===== src/rtl/ilsd_pkg.sv =====
// Package for the indexed list: request, status and state codes, cell control
// struct and shared widths. No dependencies; used by ilsd_cell and the top level.
`default_nettype none

package ilsd_pkg;

  // Default list depth and the widest index the control struct carries
  localparam int CAPACITY_DEF = 64;
  localparam int IDX_MAX_W    = 11;

  // Field widths of the stream payloads
  localparam int VALUE_W   = 32;
  localparam int POS_W     = 7;
  localparam int FOUND_W   = 6;
  localparam int COUNT_W   = 7;
  localparam int S_TDATA_W = 48;
  localparam int M_TDATA_W = 16;

  typedef logic [IDX_MAX_W-1:0] idx_t;
  typedef logic [VALUE_W-1:0]   value_t;

  typedef enum logic [1:0] {
    REQ_INSERT,
    REQ_DELETE,
    REQ_MODIFY,
    REQ_SEARCH
  } req_t;

  typedef enum logic [1:0] {
    STAT_OK,
    STAT_RANGE,
    STAT_FULL,
    STAT_MISSING
  } status_t;

  typedef enum logic [1:0] {
    FSM_IDLE,
    FSM_EXEC,
    FSM_SCAN,
    FSM_DELIVER
  } fsm_t;

  typedef enum logic [1:0] {
    CELL_HOLD,
    CELL_INSERT,
    CELL_DELETE,
    CELL_MODIFY
  } cell_cmd_t;

  // Broadcast to every cell of the row
  typedef struct packed {
    cell_cmd_t cmd;
    logic      scan_en;
    idx_t      pos;
    idx_t      count;
  } cell_ctrl_t;

endpackage

`default_nettype wire


===== src/rtl/ilsd_cell.sv =====
// One cell of the list row: holds one entry, shifts with its neighbours on
// insert and delete, and passes the search token on. Depends on ilsd_pkg.
`default_nettype none

module ilsd_cell #(
  parameter int INDEX = 0
) (
  input  wire                  clk,
  input  wire                  rst,
  input  ilsd_pkg::cell_ctrl_t ctrl,
  input  ilsd_pkg::value_t     key,
  input  ilsd_pkg::value_t     new_value,
  input  ilsd_pkg::value_t     left_value,
  input  ilsd_pkg::value_t     right_value,
  input  wire                  tok_in,
  output ilsd_pkg::value_t     value,
  output logic                 tok,
  output logic                 match
);

  localparam ilsd_pkg::idx_t MY_IDX = ilsd_pkg::idx_t'(INDEX);

  // Entry storage: take the new value, the lower or the upper neighbour
  always_ff @(posedge clk) begin
    case (ctrl.cmd)
      ilsd_pkg::CELL_INSERT: begin
        if (MY_IDX == ctrl.pos) begin
          value <= new_value;
        end else if (MY_IDX > ctrl.pos) begin
          value <= left_value;
        end
      end
      ilsd_pkg::CELL_DELETE: begin
        if (MY_IDX >= ctrl.pos) begin
          value <= right_value;
        end
      end
      ilsd_pkg::CELL_MODIFY: begin
        if (MY_IDX == ctrl.pos) begin
          value <= new_value;
        end
      end
      default: begin
      end
    endcase
  end

  // Search token moves one cell per cycle while a scan runs
  always_ff @(posedge clk) begin
    if (rst) begin
      tok <= 1'b0;
    end else begin
      tok <= tok_in & ctrl.scan_en;
    end
  end

  // Only live entries can match
  assign match = (MY_IDX < ctrl.count) && (value == key);

endmodule

`default_nettype wire


===== config.mk =====
export PLATFORM = sky130hd
export DESIGN_NAME = ilsd_cell
export DESIGN_NICKNAME = d
export VERILOG_FILES = /design/src/rtl/ilsd_pkg.sv /design/src/rtl/ilsd_cell.sv
export SDC_FILE = /design/constraint.sdc
export NUM_CORES = 1
export LEC_CHECK = 0
export ABC_AREA = 1
export BUFFER_PORTS_ARGS = -buffer_cell sky130_fd_sc_hd__clkbuf_2
export CAP_MARGIN = 20
export CORE_UTILIZATION = 44
export DETAILED_ROUTE_END_ITERATION = 7
export PLACE_DENSITY_LB_ADDON = 0.1
export SETUP_SLACK_MARGIN = 0.2
export SLEW_MARGIN = 30
export SYNTH_ARGS = -nofsm -noshare
export SYNTH_HDL_FRONTEND = slang
export SYNTH_SLANG_ARGS = --single-unit

===== constraint.sdc =====
create_clock -name clk -period 3.3 [get_ports clk]
set_input_delay 0.165 -clock clk [delete_from_list [all_inputs] [get_ports clk]]
set_output_delay 0.165 -clock clk [all_outputs]
set_load 0.005 [all_outputs]

==> results.sh, run 1 <==
export IMPL_core_area_sq_mm=0.00649
export IMPL_synth_top_flop_cell="edfxtp_1"
export IMPL_cp_arrival_ps=1760
export IMPL_grt_overflow=0
export IMPL_maxCapViolations=0
export IMPL_outcome="complete, no violations"
export IMPL_syn_nets=666
export IMPL_syn_to_final_growth_pct=35.9
export IMPL_drtIter0Drc=227
export IMPL_dr_pass1_iters=4
export IMPL_yosys_warnings=0
export IMPL_path_class="in2reg"
export IMPL_cpMostUsedCell="buf_4"
export IMPL_fin_crit_sh_pct=54.4
export IMPL_path_max_fanout=33
export IMPL_crit_required_ps=3270
export IMPL_synth_top_cells_by_count="inv_1, nand2_1, nand3_1"
export IMPL_slowest_stage="buf_4"
export IMPL_synth_edf_count=32
export IMPL_worst_path_largest_cell_delay_ps=350
export IMPL_vias=3704
export IMPL_multi_input_area_sq_mm=0.00145
export IMPL_end_kind="flip-flop"
export IMPL_antenna_found_initial=0
export IMPL_route_detailed_drc=0
export IMPL_cts_tree="done"
export IMPL_dieArea_sq_mm=0.00725
export IMPL_die_w_um=85.2
export IMPL_synth_seq_area_share_pct=32.2
export IMPL_synth_top_area_cell="edfxtp_1"
export IMPL_start_util_pct=46.9
export IMPL_stdcell_area_sq_mm=0.00414
export IMPL_synth_most_common_cell="inv_1"
export IMPL_final_setup_viol_count=0
export IMPL_met2_usage_pct=46.6
export IMPL_power_density_mw_per_mm2=246
export IMPL_async_reset_ff_share_pct=0
export IMPL_cts_repair_resized=0
export IMPL_clockBufferDepth=2
export IMPL_min_period_ps=1790
export IMPL_setup_slack_ps=1510
export IMPL_busiest_layer="met2"
export IMPL_min_path_type="in2reg"
export IMPL_slew_viol_final=0
export IMPL_synthDistinctLibCells=21
export IMPL_tightest_slew_ps=945
export IMPL_avgSynthCellArea_sq_um=5.97
export IMPL_gp_congestion=0.830
export IMPL_irDropWorstVdd_mv=0.162
export IMPL_placed_area_sq_mm=0.00405
export IMPL_grt_pass1_wl_um=15200
export IMPL_rows=29
export IMPL_num_fill_cells=646
export IMPL_cts_max_level=2
export IMPL_ios=190
export IMPL_synth_area_leaders="edfxtp_1, inv_1, nand2_1, nand3_1, o21ai_0"
export IMPL_synthCells=510
export IMPL_drt_wl_total_um=9270
export IMPL_cts_root_buffer="clkbuf_8"
export IMPL_grt_start_max_net_pins=34
export IMPL_grtUsageTotal_pct=26.4
export IMPL_synth_top_area_share_pct=31.6
export IMPL_grt_pass1_vias=3347
export IMPL_wl_per_cell_um=12.0
export IMPL_cts_setup_buffers=0
export IMPL_p_leak_nw=2.54
export IMPL_power_total_mw=1.02
export IMPL_diodes=0
export IMPL_cts_clk_slew_worst_paths_ps=70
export IMPL_syn_area_sq_mm=0.00304
export IMPL_slew_headroom_pct=36.8
export IMPL_path_cells="clkbuf_2 > or2_1 > nor3_4 > buf_4 > nand2_2 > a21oi_4 > buf_4"
export IMPL_grt_util_met3_pct=4.09
export IMPL_cts_hold_buffers=0
export IMPL_die_h_um=85.2
export IMPL_rsz0062_at_grt="no"
export IMPL_yosys_register_bits=33
export IMPL_hold_viol=0
export IMPL_dp_slack_ps=1220
export IMPL_via_per_inst=4.82
export IMPL_critical_path_startpoint="ctrl[18]"
export IMPL_drive_above_1_share_pct=30.1
export IMPL_cts_sinks=33
export IMPL_nets=847
export IMPL_met1_usage_pct=34.7
export IMPL_setup_worst_path_end="value[10]$_DFFE_PP_"
export IMPL_setup_tns_ps=0
export IMPL_drt_antenna_violating_nets=0
export IMPL_dpl_hpwl_um=7450
export IMPL_regArea_sq_um=981
export IMPL_fmax_ghz=0.557
export IMPL_numCtsBuffers=5
export IMPL_start_kind="input port"
export IMPL_portBuffers=189
## where the power goes
part	leakage, nW	switching (mW)	internal [mW]
Combinational	2.21	0.135	0.119
Sequential	0.284	0.000272	0.465
Clock	0.0455	0.130	0.170
Total	2.54	0.265	0.753
## layout by cell type (no fill, tap or decap), types with 2 or more instances in the layout
master	synthesis	routed
clkbuf_8	0	6
xor2_1	2	2
clkbuf_2	0	189
inv_1	138	137
buf_4	0	7
nand2_1	137	137
edfxtp_1	32	32
nand3_1	98	98
xnor2_1	8	8
o21ai_0	32	32
nor2_1	32	32
clkbuf_1	11	2
## worst min path at each step
stage                     start        endpoint  depth (start not counted)
after floorplan             rst  tok$_SDFF_PP0_                          1
after global placement      rst  tok$_SDFF_PP0_                          2
after detailed placement    rst  tok$_SDFF_PP0_                          2
after CTS                   rst  tok$_SDFF_PP0_                          2
after global routing        rst  tok$_SDFF_PP0_                          2
final                       rst  tok$_SDFF_PP0_                          2
## metal layers
layer  up-vias  wire length (um)
li1       1903                 -
met5         -                 0
met2       203              4520
met3         4               785
met1      1594              3900
met4         0                56
## critical path: cells and delay by family
family / cells / cell delay [ps]
and+or+nand+nor: 3 / 530
AOI/OAI and AO/OA: 1 / 350
buffers and inverters: 3 / 700
## through the flow
stage | hold WS, ps | std cells | util, %
finish | 47.5 | 769 | 63.7
global route | 44.8 | 769 | 63.7
CTS | 46.2 | 769 | 63.7
detailed placement | 334 | 761 | 62.3
global placement | 326 | 761 | 62.3
floorplan | 237 | 510 | -
## cell families after synthesis
kind of cell | share of synthesized area [%]
flip-flops | 32.2
buffers and inverters | 20.6
AND/OR/NAND/NOR | 38.9
AO/OA/AOI/OAI | 5.43
XOR/XNOR | 2.88
## layout make-up
cell class	count	area share, %
Clock buffer	8	2.18
Inverter	138	12.5
Timing Repair Buffer	196	24.1
Multi-Input combinational cell	317	35.1
Sequential cell	33	23.7
Tap cell	77	2.33
## registers in the layout, indices dropped and copies added, names as in the netlist
name   cells
value     32
tok        1
No activity file was read; power rests on OpenSTA's default activity.
==> run 2, diff against run 1 <==
--- a/config.mk
+++ b/config.mk
@@ -8,7 +8,7 @@
 export ABC_AREA = 1
 export BUFFER_PORTS_ARGS = -buffer_cell sky130_fd_sc_hd__clkbuf_2
 export CAP_MARGIN = 20
-export CORE_UTILIZATION = 44
+export CORE_UTILIZATION = 40
 export DETAILED_ROUTE_END_ITERATION = 7
 export PLACE_DENSITY_LB_ADDON = 0.1
 export SETUP_SLACK_MARGIN = 0.2
==> constraint.sdc (replaced) <==
create_clock -name clk -period 1.5 [get_ports clk]
set_input_delay 0.075 -clock clk [delete_from_list [all_inputs] [get_ports clk]]
set_output_delay 0.075 -clock clk [all_outputs]
set_load 0.005 [all_outputs]
==> results.sh, run 2 (synthesis results as in run 1) <==
export IMPL_antenna_found_initial=0
export IMPL_cts_root_buffer="clkbuf_8"
export IMPL_min_period_ps=1560
export IMPL_hold_viol=0
export IMPL_cts_tree="done"
export IMPL_dp_slack_ps=32.8
export IMPL_portBuffers=189
export IMPL_power_density_mw_per_mm2=526
export IMPL_grtUsageTotal_pct=23.4
export IMPL_start_kind="flip-flop"
export IMPL_route_detailed_drc=0
export IMPL_rsz0062_at_grt="yes"
export IMPL_drtIter0Drc=185
export IMPL_cts_max_level=2
export IMPL_final_setup_viol_count=1
export IMPL_path_class="reg2out"
export IMPL_top_regs="value: 32 flops, tok: 1 flops"
export IMPL_regArea_sq_um=981
export IMPL_core_area_sq_mm=0.00729
export IMPL_met2WireLength_um=4620
export IMPL_drt_wl_total_um=9420
export IMPL_path_max_fanout=2
export IMPL_slew_viol_final=0
export IMPL_p_int_mw=1.62
export IMPL_pwr_share_clk_pct=29.2
export IMPL_slew_headroom_pct=75.3
export IMPL_seqPwrFrac_pct=45.8
export IMPL_dr_pass1_iters=4
export IMPL_via_per_inst=4.58
export IMPL_tightest_slew_ps=371
export IMPL_cts_sinks=33
export IMPL_grt_start_max_net_pins=33
export IMPL_die_w_um=89.2
export IMPL_wl_met3_um=696
export IMPL_grt_pass1_vias=3236
export IMPL_swShare_pct=27.4
export IMPL_multi_input_area_sq_mm=0.00146
export IMPL_grt_overflow=0
export IMPL_dieArea_sq_mm=0.00796
export IMPL_dpl_hpwl_um=7420
export IMPL_regMostFlops="value"
export IMPL_diodes=0
export IMPL_cp_arrival_ps=1490
export IMPL_drive_above_1_share_pct=30.8
export IMPL_p_leak_nw=2.59
export IMPL_nets=856
export IMPL_end_kind="output pin"
export IMPL_fmax_ghz=0.641
export IMPL_power_total_mw=2.23
export IMPL_mostFrequentLayoutCells="clkbuf_2, inv_1, nand2_1"
export IMPL_largest_register_ffs=32
export IMPL_numCtsBuffers=5
export IMPL_clockBufferDepth=2
export IMPL_drt_antenna_violating_nets=0
export IMPL_violations="setup timing"
export IMPL_irDropWorstVdd_mv=0.272
export IMPL_start_util_pct=41.7
export IMPL_wl_per_cell_um=11.8
export IMPL_die_h_um=89.2
export IMPL_cts_clk_slew_worst_paths_ps=70
export IMPL_drt_met1_wl_um=4060
export IMPL_vias=3667
export IMPL_syn_to_final_growth_pct=39.5
export IMPL_rows=31
export IMPL_power_frac_comb_pct=25.0
export IMPL_setup_slack_ps=-60.3
export IMPL_fin_crit_sh_pct=104
export IMPL_crit_required_ps=1420
export IMPL_final_common_cell="clkbuf_2"
export IMPL_outcome="finished with violations"
export IMPL_highest_layer="met4"
export IMPL_grt_pass1_wl_um=14100
export IMPL_ios=190
export IMPL_min_path_type="in2reg"
export IMPL_maxCapViolations=0
export IMPL_netSwitchingPower_mw=0.611
export IMPL_num_fill_cells=754
export IMPL_gp_congestion=0.856
run 2: per-layer routing:
metal	GRT usage, %	vias up
li1	-	1919
met1	28.6	1581
met2	42.1	161
met3	5.17	6
met4	5.34	0
met5	0	-
run 2: repair_timing:
action,CTS,global route
pin swaps,0,1
endpoints found under the setup margin,1,1
hold buffers,2,0
hold endpoints to repair,1,0
resized for setup,1,2
buffers inserted,0,1
run 2: worst paths after layout:
| check | startpoint | endpoint | slack [ps] | cells past startpoint |
|---|---|---|---|---|
| setup / recovery | value[28]$_DFFE_PP_ | match | -60 | 6 |
| hold / removal | left_value[25] | value[25]$_DFFE_PP_ | 160 | 5 |
run 2: metrics by stage:
stage | area [sq um] | setup TNS (ps) | util (%) | hold WS, ps | instances
CTS | 4240 | -111 | 58.1 | 154 | 799
global placement | 4140 | 0 | 56.7 | 231 | 789
detailed placement | 4140 | 0 | 56.7 | 237 | 789
floorplan | 3060 | -9560 | - | 147 | 510
finish | 4250 | -60.3 | 58.3 | 155 | 800
global route | 4250 | -207 | 58.3 | 165 | 800
run 2: cell type report:
type,count,share of cell area [%]
inverters,138,12.2
well taps,99,2.92
clock buffers,8,1.89
repair buffers,205,25.5
multi-input cells,317,34.4
flip-flops and latches,33,23.1
run 2: power groups by stage:
stage	Clock [mW]	Sequential, mW	Combinational [mW]
after floorplan	0	1.04	0.273
after global placement	0	1.04	0.543
after detailed placement	0	1.04	0.556
after CTS	0.658	1.02	0.561
after global routing	0.711	1.02	0.638
final	0.653	1.02	0.559
run 2: worst max-delay path, cell delays in order (launching register included):
cell and delay (ps):
edfxtp_1 430, xnor2_1 180, nand2_1 130, nor2_1 160
nand3_1 90, nor2_1 90, buf_2 120
==> run 3, diff against run 2 <==
==> constraint.sdc (replaced) <==
create_clock -name clk -period 1.3 [get_ports clk]
set_input_delay 0.065 -clock clk [delete_from_list [all_inputs] [get_ports clk]]
set_output_delay 0.065 -clock clk [all_outputs]
set_load 0.005 [all_outputs]
==> results.sh, run 3 (synthesis results as in run 1) <==
export IMPL_final_util_pct=69.1
export IMPL_slowest_stage="edfxtp_1"
export IMPL_cts_tree="done"
export IMPL_clockBufferDepth=2
export IMPL_cts_root_buffer="clkbuf_8"
export IMPL_wl_per_cell_um=13.0
export IMPL_drt_antenna_violating_nets=0
export IMPL_path_cells="xor2_1 > nor2_2 > nand2_1 > nor2_1 > nand3_1 > nor2_2 > buf_2"
export IMPL_via_per_inst=4.77
export IMPL_drt_wl_total_um=10700
export IMPL_grt_pass1_vias=3134
export IMPL_antenna_found_initial=0
export IMPL_min_delay_start="new_value[25]"
export IMPL_slew_headroom_pct=71.6
export IMPL_diodes=0
export IMPL_mostFrequentLayoutCells="clkbuf_2, inv_1, nand2_1"
export IMPL_hold_slack_ps=163
export IMPL_syn_to_final_growth_pct=65.5
export IMPL_start_util_pct=41.7
export IMPL_num_fill_cells=651
export IMPL_vias=3911
export IMPL_final_common_cell="clkbuf_2"
export IMPL_power_density_mw_per_mm2=526
export IMPL_cts_max_level=2
export IMPL_maxCapViolations=0
export IMPL_crit_required_ps=1240
export IMPL_largest_register_ffs=32
export IMPL_start_kind="flip-flop"
export IMPL_final_cells=820
export IMPL_dp_cells=792
export IMPL_drive_above_1_share_pct=42.9
export IMPL_final_setup_viol_count=1
export IMPL_drtIter0Drc=135
export IMPL_cts_clk_slew_worst_paths_ps=70
export IMPL_rows=31
export IMPL_min_path_type="in2reg"
export IMPL_slew_viol_final=0
export IMPL_worst_path_largest_cell_delay_ps=440
export IMPL_path_class="reg2out"
export IMPL_grt_overflow=0
export IMPL_dieArea_sq_mm=0.00796
export IMPL_grtUsageTotal_pct=23.4
export IMPL_violations="setup timing"
export IMPL_regMostFlops="value"
export IMPL_die_w_um=89.2
export IMPL_rsz0062_at_grt="yes"
export IMPL_grt_start_max_net_pins=33
export IMPL_core_area_sq_mm=0.00729
export IMPL_path_max_fanout=2
export IMPL_ios=190
export IMPL_die_h_um=89.2
export IMPL_cp_arrival_ps=1530
export IMPL_dpl_hpwl_um=7400
export IMPL_dr_pass1_iters=4
export IMPL_irDropWorstVdd_mv=0.313
export IMPL_hold_viol=0
export IMPL_hold_depth=5
export IMPL_numCtsBuffers=5
export IMPL_cts_sinks=33
export IMPL_setup_slack_ps=-293
export IMPL_end_kind="output pin"
export IMPL_gp_congestion=0.842
export IMPL_outcome="finished with violations"
export IMPL_fin_crit_sh_pct=123
export IMPL_top_regs="value: 32 flops, tok: 1 flops"
export IMPL_cpMostUsedCell="nor2_2"
export IMPL_tightest_slew_ps=426
export IMPL_grt_pass1_wl_um=14100
export IMPL_p_leak_nw=2.82
export IMPL_portBuffers=189
export IMPL_worstHoldEndpoint="value[25]$_DFFE_PP_"
export IMPL_route_detailed_drc=0
export IMPL_fmax_ghz=0.628
export IMPL_nets=877
export IMPL_min_period_ps=1590
run 3: cell types whose count changed in the layout (fill, tap and decap cells not counted), sizes merged:
cell | previous run | this run
clkinv | 0 | 1
clkbuf | 196 | 198
dlygate4sd3 | 2 | 3
buf | 15 | 31
run 3: what timing repair did:
action                                 CTS  global route
hold buffers                             3             0
setup endpoints to repair               22            64
gates resized for setup                 11            95
setup buffers                            6             4
gates cloned                             2             6
pin swaps                                0            52
endpoints found under the hold margin    1             0
run 3: critical path, delay by kind of cell (launching register included):
family | cells | cell delay [ps]
XOR/XNOR | 1 | 170
buffers and inverters | 1 | 110
flip-flops | 1 | 440
AND/OR/NAND/NOR | 5 | 510
run 3: through the flow:
step,TNS [ps],instance area [sq um],total power [mW],setup WS (ps)
floorplan,-15640,3060,1.52,-489
global placement,-4400,4170,1.84,-88.0
detailed placement,-5910,4170,1.85,-111
CTS,-315,4420,2.57,-313
global route,-386,5040,2.80,-386
finish,-293,5040,2.65,-293
run 3: power by group:
| part | internal (mW) | switching [mW] | leakage, nW |
|---|---|---|---|
| sequential | 1.18 | 0.000740 | 0.284 |
| combinational | 0.346 | 0.391 | 2.50 |
| clock | 0.361 | 0.369 | 0.0387 |
run 3: worst max path at each step:
stage	startpoint	endpoint	slack, ps
floorplan	ctrl[18]	value[0]$_DFFE_PP_	-490
CTS	value[9]$_DFFE_PP_	match	-310
global route	value[13]$_DFFE_PP_	match	-390
finish	value[13]$_DFFE_PP_	match	-290
global placement	ctrl[18]	value[27]$_DFFE_PP_	-90
detailed placement	ctrl[18]	value[0]$_DFFE_PP_	-110
run 3: layer usage:
| metal | vias to the layer above | routed length (um) | GRT usage, % |
|---|---|---|---|
| li1 | 1970 | - | - |
| met1 | 1734 | 4420 | 29.9 |
| met2 | 192 | 5300 | 41.0 |
| met3 | 15 | 804 | 4.62 |
| met4 | 0 | 131 | 4.76 |
| met5 | - | 0 | 0 |
run 3: cell type report:
class | count | area, sq um | area share (%)
Multi-Input combinational cell | 317 | 1860 | 36.9
Timing Repair Buffer | 226 | 1480 | 29.4
Sequential cell | 33 | 981 | 19.5
Inverter | 138 | 518 | 10.3
Tap cell | 99 | 124 | 2.46
Clock buffer | 6 | 72.6 | 1.44
Clock inverter | 1 | 3.75 | 0.0745
